<file path="src/rtl/core/uartrb_pkg.sv">
// ----------------------------------------------------------------------------
// uartrb_pkg
// Shared types and codes for the UART receive/transmit ring buffer block.
// ----------------------------------------------------------------------------
package uartrb_pkg;

	typedef enum logic [1:0] {
		MODE_TX_PUSH = 2'd0,
		MODE_RX_POP  = 2'd1,
		MODE_IRQ     = 2'd2,
		MODE_NONE    = 2'd3
	} mode_t;

	typedef struct packed {
		logic [1:0] mode;
		logic [7:0] byte_in;
		logic       rx_ready;
		logic       tx_empty;
	} req_beat_t;

	typedef struct packed {
		logic       accepted;
		logic [7:0] read_byte;
		logic       tx_send;
		logic [7:0] tx_byte;
		logic       tx_irq_enable;
	} rsp_beat_t;

	// ring command and status
	typedef struct packed {
		logic push;
		logic pop;
	} ring_cmd_t;

	typedef struct packed {
		logic full;
		logic empty;
	} ring_stat_t;

endpackage

</file>
<file path="src/rtl/core/uartrb_if.sv">
// ----------------------------------------------------------------------------
// uartrb_if
// Valid/ready channels for request and response beats.
// ----------------------------------------------------------------------------
interface uartrb_req_if;
	logic                  valid;
	logic                  ready;
	uartrb_pkg::req_beat_t data;

	modport source (output valid, output data, input ready);
	modport sink (input valid, input data, output ready);
endinterface

interface uartrb_rsp_if;
	logic                  valid;
	logic                  ready;
	uartrb_pkg::rsp_beat_t data;

	modport source (output valid, output data, input ready);
	modport sink (input valid, input data, output ready);
endinterface

</file>
<file path="src/rtl/core/uartrb_ram.sv">
// ----------------------------------------------------------------------------
// uartrb_ram
// Generic single-write, single-read RAM with registered read data.
// ----------------------------------------------------------------------------
module uartrb_ram #(
	parameter int WIDTH = 8,
	parameter int DEPTH = 64
) (
	input  logic                     clk,
	input  logic                     we,
	input  logic [$clog2(DEPTH)-1:0] waddr,
	input  logic [WIDTH-1:0]         wdata,
	input  logic                     re,
	input  logic [$clog2(DEPTH)-1:0] raddr,
	output logic [WIDTH-1:0]         rdata
);

	logic [WIDTH-1:0] mem_q [DEPTH];
	logic [WIDTH-1:0] rdata_q;

	always_ff @(posedge clk) begin
		if (we) begin
			mem_q[waddr] <= wdata;
		end
		if (re) begin
			rdata_q <= mem_q[raddr];
		end
	end

	assign rdata = rdata_q;

endmodule

</file>
<file path="src/rtl/core/uartrb_ring.sv">
// ----------------------------------------------------------------------------
// uartrb_ring
// Byte ring with one-slot-empty full detection; pop data is registered.
// ----------------------------------------------------------------------------
module uartrb_ring #(
	parameter int DEPTH = 64
) (
	input  logic                   clk,
	input  logic                   arst_n,
	input  uartrb_pkg::ring_cmd_t  cmd,
	input  logic [7:0]             wdata,
	output uartrb_pkg::ring_stat_t stat,
	output logic [7:0]             rdata
);

	localparam int AW = $clog2(DEPTH);
	localparam logic [AW-1:0] LAST = AW'(DEPTH - 1);

	logic [AW-1:0] wr_ptr_q, rd_ptr_q;
	logic [AW-1:0] wr_nxt, rd_nxt;

	assign wr_nxt = (wr_ptr_q == LAST) ? '0 : wr_ptr_q + 1'b1;
	assign rd_nxt = (rd_ptr_q == LAST) ? '0 : rd_ptr_q + 1'b1;

	assign stat.full  = (wr_nxt == rd_ptr_q);
	assign stat.empty = (wr_ptr_q == rd_ptr_q);

	always_ff @(posedge clk or negedge arst_n) begin
		if (!arst_n) begin
			wr_ptr_q <= '0;
			rd_ptr_q <= '0;
		end else begin
			if (cmd.push) begin
				wr_ptr_q <= wr_nxt;
			end
			if (cmd.pop) begin
				rd_ptr_q <= rd_nxt;
			end
		end
	end

	uartrb_ram #(
		.WIDTH(8),
		.DEPTH(DEPTH)
	) u_ram (
		.clk  (clk),
		.we   (cmd.push),
		.waddr(wr_ptr_q),
		.wdata(wdata),
		.re   (cmd.pop),
		.raddr(rd_ptr_q),
		.rdata(rdata)
	);

endmodule

</file>
<file path="src/rtl/core/uart_rx_tx_ring_buffers.sv">
// ----------------------------------------------------------------------------
// uart_rx_tx_ring_buffers
// UART receive and transmit byte rings with interrupt-driven transmit.
// ----------------------------------------------------------------------------
// Each response beat is registered, valid in the cycle after its request is taken.
// Throughput: one beat per cycle; each ring RAM is read only on a pop of that ring.
// Ready drops only while a response beat is held by a stalled sink.
// Reset (arst_n low): ring pointers, tx interrupt enable and response valid
// clear at once; ring contents are left as they are.
module uart_rx_tx_ring_buffers #(
	parameter int RX_DEPTH = 64,
	parameter int TX_DEPTH = 64
) (
	input logic          clk,
	input logic          arst_n,
	uartrb_req_if.sink   req,
	uartrb_rsp_if.source rsp
);

	uartrb_pkg::ring_cmd_t  rx_cmd, tx_cmd;
	uartrb_pkg::ring_stat_t rx_stat, tx_stat;
	logic [7:0]             rx_rdata, tx_rdata;

	logic take;
	logic tx_en_q, tx_en_nxt;
	logic acc_nxt;
	logic valid_s1, acc_s1, rd_s1, send_s1, en_s1;

	assign req.ready = !valid_s1 || rsp.ready;
	assign take      = req.valid && req.ready;

	always_comb begin
		rx_cmd    = '0;
		tx_cmd    = '0;
		acc_nxt   = 1'b0;
		tx_en_nxt = tx_en_q;
		unique case (uartrb_pkg::mode_t'(req.data.mode))
			uartrb_pkg::MODE_TX_PUSH: begin
				if (!tx_stat.full) begin
					tx_cmd.push = 1'b1;
					tx_en_nxt   = 1'b1;
					acc_nxt     = 1'b1;
				end
			end
			uartrb_pkg::MODE_RX_POP: begin
				if (!rx_stat.empty) begin
					rx_cmd.pop = 1'b1;
					acc_nxt    = 1'b1;
				end
			end
			uartrb_pkg::MODE_IRQ: begin
				if (req.data.rx_ready && !rx_stat.full) begin
					rx_cmd.push = 1'b1;
					acc_nxt     = 1'b1;
				end
				if (req.data.tx_empty && tx_en_q) begin
					if (tx_stat.empty) begin
						tx_en_nxt = 1'b0;
					end else begin
						tx_cmd.pop = 1'b1;
					end
				end
			end
			default: begin
			end
		endcase
		if (!take) begin
			rx_cmd    = '0;
			tx_cmd    = '0;
			tx_en_nxt = tx_en_q;
		end
	end

	uartrb_ring #(.DEPTH(RX_DEPTH)) u_rx_ring (
		.clk   (clk),
		.arst_n(arst_n),
		.cmd   (rx_cmd),
		.wdata (req.data.byte_in),
		.stat  (rx_stat),
		.rdata (rx_rdata)
	);

	uartrb_ring #(.DEPTH(TX_DEPTH)) u_tx_ring (
		.clk   (clk),
		.arst_n(arst_n),
		.cmd   (tx_cmd),
		.wdata (req.data.byte_in),
		.stat  (tx_stat),
		.rdata (tx_rdata)
	);

	always_ff @(posedge clk or negedge arst_n) begin
		if (!arst_n) begin
			tx_en_q  <= 1'b0;
			valid_s1 <= 1'b0;
		end else begin
			tx_en_q <= tx_en_nxt;
			if (req.ready) begin
				valid_s1 <= req.valid;
			end
		end
	end

	always_ff @(posedge clk) begin
		if (take) begin
			acc_s1  <= acc_nxt;
			rd_s1   <= rx_cmd.pop;
			send_s1 <= tx_cmd.pop;
			en_s1   <= tx_en_nxt;
		end
	end

	// ring read data is held until the next pop, so it stays valid while stalled
	assign rsp.valid              = valid_s1;
	assign rsp.data.accepted      = acc_s1;
	assign rsp.data.read_byte     = rd_s1 ? rx_rdata : 8'h00;
	assign rsp.data.tx_send       = send_s1;
	assign rsp.data.tx_byte       = send_s1 ? tx_rdata : 8'h00;
	assign rsp.data.tx_irq_enable = en_s1;

endmodule

</file>
<file path="src/flat_wrapper.sv">
// flat-port wrapper written by rule: the top's interface ports become plain ports
module uart_rx_tx_ring_buffers_flat 
#(
	parameter int RX_DEPTH = 64,
	parameter int TX_DEPTH = 64
)
  (clk, arst_n, req_valid, req_data, req_ready, rsp_valid, rsp_data, rsp_ready);
  uartrb_req_if req_i ();
  uartrb_rsp_if rsp_i ();
  input logic clk;
  input logic arst_n;
  input wire logic [$bits(req_i.valid)-1:0] req_valid;
  input wire logic [$bits(req_i.data)-1:0] req_data;
  output wire logic [$bits(req_i.ready)-1:0] req_ready;
  output wire logic [$bits(rsp_i.valid)-1:0] rsp_valid;
  output wire logic [$bits(rsp_i.data)-1:0] rsp_data;
  input wire logic [$bits(rsp_i.ready)-1:0] rsp_ready;
  assign req_i.valid = req_valid;
  assign req_i.data = req_data;
  assign req_ready = req_i.ready;
  assign rsp_valid = rsp_i.valid;
  assign rsp_data = rsp_i.data;
  assign rsp_i.ready = rsp_ready;
  uart_rx_tx_ring_buffers #(.RX_DEPTH(RX_DEPTH), .TX_DEPTH(TX_DEPTH)) u_core (.clk(clk), .arst_n(arst_n), .req(req_i), .rsp(rsp_i));
endmodule
</file>
<file path="config.mk">
export PLATFORM = sky130hd
export DESIGN_NAME = uart_rx_tx_ring_buffers_flat
export DESIGN_NICKNAME = d
export VERILOG_FILES = /design/src/rtl/core/uartrb_pkg.sv /design/src/rtl/core/uartrb_if.sv /design/src/rtl/core/uartrb_ram.sv /design/src/rtl/core/uartrb_ring.sv /design/src/rtl/core/uart_rx_tx_ring_buffers.sv /design/src/flat_wrapper.sv
export SDC_FILE = /design/constraint.sdc
export NUM_CORES = 1
export LEC_CHECK = 0
export BUFFER_PORTS_ARGS = -buffer_cell sky130_fd_sc_hd__buf_2
export CAP_MARGIN = 25
export CELL_PAD_IN_SITES_DETAIL_PLACEMENT = 1
export CELL_PAD_IN_SITES_GLOBAL_PLACEMENT = 1
export CORE_ASPECT_RATIO = 0.8
export CORE_UTILIZATION = 57
export CTS_BUF_LIST = sky130_fd_sc_hd__clkbuf_4 sky130_fd_sc_hd__clkbuf_8
export CTS_CLUSTER_SIZE = 40
export DETAILED_ROUTE_END_ITERATION = 7
export PLACE_DENSITY = 0.92
export SYNTH_ARGS = -nofsm -noshare
export SYNTH_HDL_FRONTEND = slang
export SYNTH_HIERARCHICAL = 1
export SYNTH_SLANG_ARGS = --single-unit
</file>
<file path="constraint.sdc">
create_clock -name clk -period 4.9 [get_ports clk]
set_input_delay 0.735 -clock clk [delete_from_list [all_inputs] [get_ports clk]]
set_output_delay 0.735 -clock clk [all_outputs]
set_load 0.005 [all_outputs]
</file>
**Word-level counts from Yosys, hierarchy flattened**

Memories as Yosys holds them, arrays and structs flattened. A register that Yosys moved wholly into a read port is not among the register bits.
Index checks and enable logic that the tools add are counted.

- $add $sub $neg: 4
- Multipliers: 0
- Div/mod/pow operators: 0
- Order comparisons: 0
- Equal/unequal tests: 10
- Shifts and indexed selects: 0
- Muxes and demuxes: 27
- Bitwise logic cells: 0
- Reductions and logical operators: 7

Operators with widths:

| kind | number |
|---|---|
| adder 6 x 1 -> 6 bit, second input constant | 4 |
| equality test 6 bit | 4 |
| equality test 6 bit, second input constant | 4 |
| 2-to-1 mux 6 bit | 4 |
| 2-to-1 mux 1 bit | 17 |
| 2-to-1 mux 8 bit | 2 |
| 2-to-1 mux 2 bit | 2 |
| logical AND 1 bit | 3 |
| case mux 1 bit (3 select lines) | 1 |
| equality test 2 x 1 -> 1 bit, second input constant | 1 |
| equality test 2 bit, second input constant | 1 |
| zero test 1 bit | 2 |
| zero test 2 bit | 1 |
| case mux 1 bit (2 select lines) | 1 |
| logical OR 1 bit | 1 |

- Register bits: 30
- Latch bits: 0
- Memory bits (writable): 1024
- ROM bits: 0
- Input port bits: 16
- Output and inout port bits: 21
- Logic and storage cells: 60
- Memories kept: 2

Memories:

| memory | depth | width | read ports | clocked after memory_dff | write ports | line | text |
|---|---|---|---|---|---|---|---|
| u_core.u_rx_ring.u_ram.mem_q | 64 | 8 | 1 | 1 | 1 | uartrb_ram.sv:18 | `logic [WIDTH-1:0] mem_q [DEPTH];` |
| u_core.u_tx_ring.u_ram.mem_q | 64 | 8 | 1 | 1 | 1 | uartrb_ram.sv:18 |  |

**Logic depth before layout (Yosys ltp)**

- Depth after elaboration: 10
- Gate-level depth with buffers: 13
- Mapped depth without buffers: 12

**Modules after synthesis**

Netlist, hierarchy kept.

By module, submodules not included:

| module | times used | cells each | area each (um^2) | seq. area each (um^2) |
|---|---|---|---|---|
| uartrb_ram | 2 | 940 | 20246.9 | 15615.0 |
| uartrb_ring | 2 | 91 | 820.8 | 300.3 |
| uart_rx_tx_ring_buffers | 1 | 43 | 420.4 | 170.2 |

**Worst setup path after synthesis**

No wires, ideal clock.

- Kind: reg-to-reg
- From: register u_core.u_rx_ring.wr_ptr_q[0]
- To: memory u_core.u_rx_ring.u_ram.mem_q[62][0] (enable)
- Setup time: 0.370 ns
- Arrival: 2.844 ns
- Data required time: 4.530 ns
- Slack: 1.685 ns
- Cell stages (with the launch flop): 11
- Path buffers: 0
- Clock period less this slack: 3.215 ns
- Cells stage by stage: dfrtp_1 -> ha_1 -> a21oi_1 -> nor2_1 -> mux2i_1 -> o21ai_1 -> nor3_2 -> nor4bb_1 -> nor2b_1 -> nand3_1 -> nor2_1

RTL lines:

| element | line | text |
|---|---|---|
| start: declaration | uartrb_ring.sv:19 | `logic [AW-1:0] wr_ptr_q, rd_ptr_q;` |
| start signal: assignment | uartrb_ring.sv:34 | `wr_ptr_q <= wr_nxt;` |
| end: declaration | uartrb_ram.sv:18 |  |

==> reports/metrics.csv <==
metric;value;unit
nature of the critical path startpoint;flip-flop;
Worst R2R Setup Slack;-440;ps
Final Hold Vio Count;0;
CP max-delay cell;nor2_2;
design area;47000;µm²
Sink Count;1070;
RR Endpoint;u_core/u_tx_ring/u_ram/mem_q[62][6];
Clk pin slew, worst setup/hold paths;70;ps
status;finished with violations;
Setup CP Type;reg -> reg;
average vias per placed instance;7.69;
pin count of the biggest net entering global routing;94;
Net Sw Power;8110;µW
CP top delay family;simple AND/OR/NAND/NOR gates;
clock latency on the worst-skew pair;850;ps
Overflow after GRT;0;
Worst EP arrival;5810;ps
CTS tree;built;
EDFF count, synth;1044;
ys async rst share;2.43;%
RSZ-0062 raised after global routing;yes;
Post-Place Cells;3070;
Crit. Startpoint;u_core/u_tx_ring/wr_ptr_q[1];
DRT antenna net count;0;
critical path depth;11;
initial core utilization;57.6;%
Internal;16400;µW
Synth Flop Type;edfxtp_1;
sw frac;33.1;%
VDD IR max;0.000335;V
vias in the first global route;24900;
die width;307;µm
RePlAce Congestion;0.881;
Hold WC Path Type;in -> reg;
CORE AREA;73800;µm²
maximum clock frequency;187;MHz
Via Count;25900;
most common cell after layout, fill and taps aside;edfxtp_1;
Pwr Density;522;nW/µm²
# IOs;37;
initial antenna violation count;6;
setup ws final;-443;ps
warnings from Yosys;6;
CP endpoint kind;flip-flop;
Placed Area;43700;µm²
routed len/inst;42.9;µm
DRT Wirelength;144;mm
final cell count without fillers;3368;
port bufs;36;
Max H-tree Level;4;
Worst slew margin;21.0;%
Syn Area/Cell;20.2;µm²
register area share after synthesis;75.2;%
floorplan row count;89;
First-pass DRT Iterations;8;
synthesized instance count;2105;
DP Wirelength;68.5;mm
Die Area;75800;µm²
Syn Std Cell Area;42600;µm²
buffer count from post-CTS setup fixing;0;
Tightest Pin Transition;1180;ps
Fin Hold WS;199;ps
Hold Path Origin;req_valid;
crit share post-route;109;%
Hold Path Sink;u_core/rsp.valid;
Nets;2258;
CP max stage delay;720;ps
layout cell share with drive strength beyond 1;29.7;%
leakage;0.0146;µW
Max Cap Violations;0;
CP Cell Sequence;ha_1 > a21oi_1 > nor2_1 > mux2i_1 > o21ai_1 > nor3_2 > nor2_1 > and4b_4 > nor2b_1 > nand3_2 > nor2_2;
Area Growth Syn to Fin;10.5;%
total track usage;35.8;%
Register-to-Register Path Depth;11;
root buf cell;clkbuf_8;
count of state elements after synthesis;1070;
post-synthesis cell type count;56;
power share of the combinational group;24.9;%
Fin Clk Skew;51.7;ps
commonest cells after routing, fill and taps aside;edfxtp_1 (1044), mux4_2 (252), clkbuf_8 (164);
violated checks;setup timing;
die height;246;µm
Power, Total;24500;µW
Hold Path Depth;2;
CP dominant cell by count;nor2_1;
Post-Syn Nets;2125;
sequential share of power;43.5;%
Req. time, crit path;5370;ps
TritonCTS Buffers;163;
CP Buf/Inv Count;0;
Final Max Tran Viols;0;
DRC violations left;0;
Clk pwr share;31.6;%
crit path max fanout;18;
# setup viols final;535;
minimum clock period;5340;ps
initial drt markers;5078;
reg-to-reg startpoint;u_core/u_tx_ring/wr_ptr_q[1];
clk buf depth;3;
first-pass GRT wire length;189;mm
dpl ws;164;ps
==> registers in the layout, summed over array words and instances (netlist names) <==
register	flops
u_core/u_rx_ring/u_ram/mem_q	512
u_core/u_tx_ring/u_ram/mem_q	512
u_core/u_rx_ring/u_ram/rdata	8
u_core/u_tx_ring/u_ram/rdata	8
u_core/u_rx_ring/rd_ptr_q	6
u_core/u_rx_ring/wr_ptr_q	6
u_core/u_tx_ring/rd_ptr_q	6
u_core/u_tx_ring/wr_ptr_q	6
u_core/acc_s1	1
u_core/en_s1	1
u_core/rd_s1	1
u_core/rsp.valid	1
u_core/send_s1	1
u_core/tx_en_q	1
==> logic make-up after synthesis <==
group / count (synthesis) / synth area share [%]
AO/OA/AOI/OAI: 148 / 2.53
adder cells (fa/ha/maj): 4 / 0.118
buffers and inverters: 119 / 1.75
XOR/XNOR: 26 / 0.535
flip-flops: 1070 / 75.2
multiplexers: 332 / 15.3
AND/OR/NAND/NOR: 406 / 4.57
==> stage by stage <==
step | utilization, % | TNS (ps)
finish | 63.7 | -132660
global placement | 59.1 | 0
CTS | 63.5 | -13580
floorplan | - | 0
global route | 63.7 | -27750
detailed placement | 59.1 | 0
==> Yosys cell counts, types with 26 or more instances <==
| master | count | area, µm² |
|---|---|---|
| edfxtp_1 | 1044 | 31400 |
| mux4_2 | 252 | 5680 |
| nor2_1 | 186 | 698 |
| nand2_1 | 60 | 225 |
| mux2i_1 | 50 | 500 |
| clkbuf_1 | 36 | 135 |
| nor2b_1 | 33 | 206 |
| mux2_2 | 30 | 338 |
| buf_4 | 29 | 218 |
| nand3_1 | 28 | 140 |
| buf_2 | 26 | 130 |
| dfrtp_1 | 26 | 651 |
==> timing repair <==
item	in CTS	in global routing
hold buffers	1	0
hold endpoints to repair	26	0
resized for setup	32	37
setup endpoints to repair	310	530
==> routing by layer <==
layer  up-vias  global-route usage, %  share of wire, %
met4         6                   17.7               7.0
li1       8955                      -                 -
met5         -                      0             0.048
met1     13000                   48.3                33
met2      3167                   54.9                46
met3       736                   9.14                15
==> worst register-to-register path: stages, from the launching register on <==
cell	delay (ps)
dfrtp_2	680
ha_1	480
a21oi_1	110
nor2_1	430
mux2i_1	230
o21ai_1	310
nor3_2	120
nor2_1	250
and4b_4	500
nor2b_1	460
nand3_2	680
nor2_2	730
==> power groups by stage <==
| stage | Clock (µW) | Combinational, µW | Sequential [µW] |
|---|---|---|---|
| after floorplan | 0 | 4300 | 10400 |
| after global placement | 0 | 5110 | 10800 |
| after detailed placement | 0 | 5470 | 10800 |
| after CTS | 7550 | 5790 | 10600 |
| after global routing | 8020 | 6170 | 10700 |
| final | 7750 | 6120 | 10700 |
==> cell type report <==
type	instances	area, µm²
Multi-Input combinational cell	916	10000
Tap cell	1001	1250
Fill cell	6012	26800
Antenna cell	5	12.5
Timing Repair Buffer	83	624
Inverter	4	15.0
Sequential cell	1070	32000
Clock inverter	82	522
Clock buffer	207	2580
==> worst max path at each step <==
stage / end / slack, ps
after floorplan: u_core/u_rx_ring/u_ram/mem_q[62][0] / 1690
after global placement: u_core/u_tx_ring/u_ram/mem_q[14][2] / 980
after detailed placement: u_core/u_tx_ring/u_ram/mem_q[38][3] / 160
after CTS: u_core/u_tx_ring/u_ram/mem_q[26][3] / -160
after global routing: u_core/u_rx_ring/u_ram/mem_q[16][0] / -230
final: u_core/u_tx_ring/u_ram/mem_q[62][6] / -440
(Power assumes the default switching activity.)
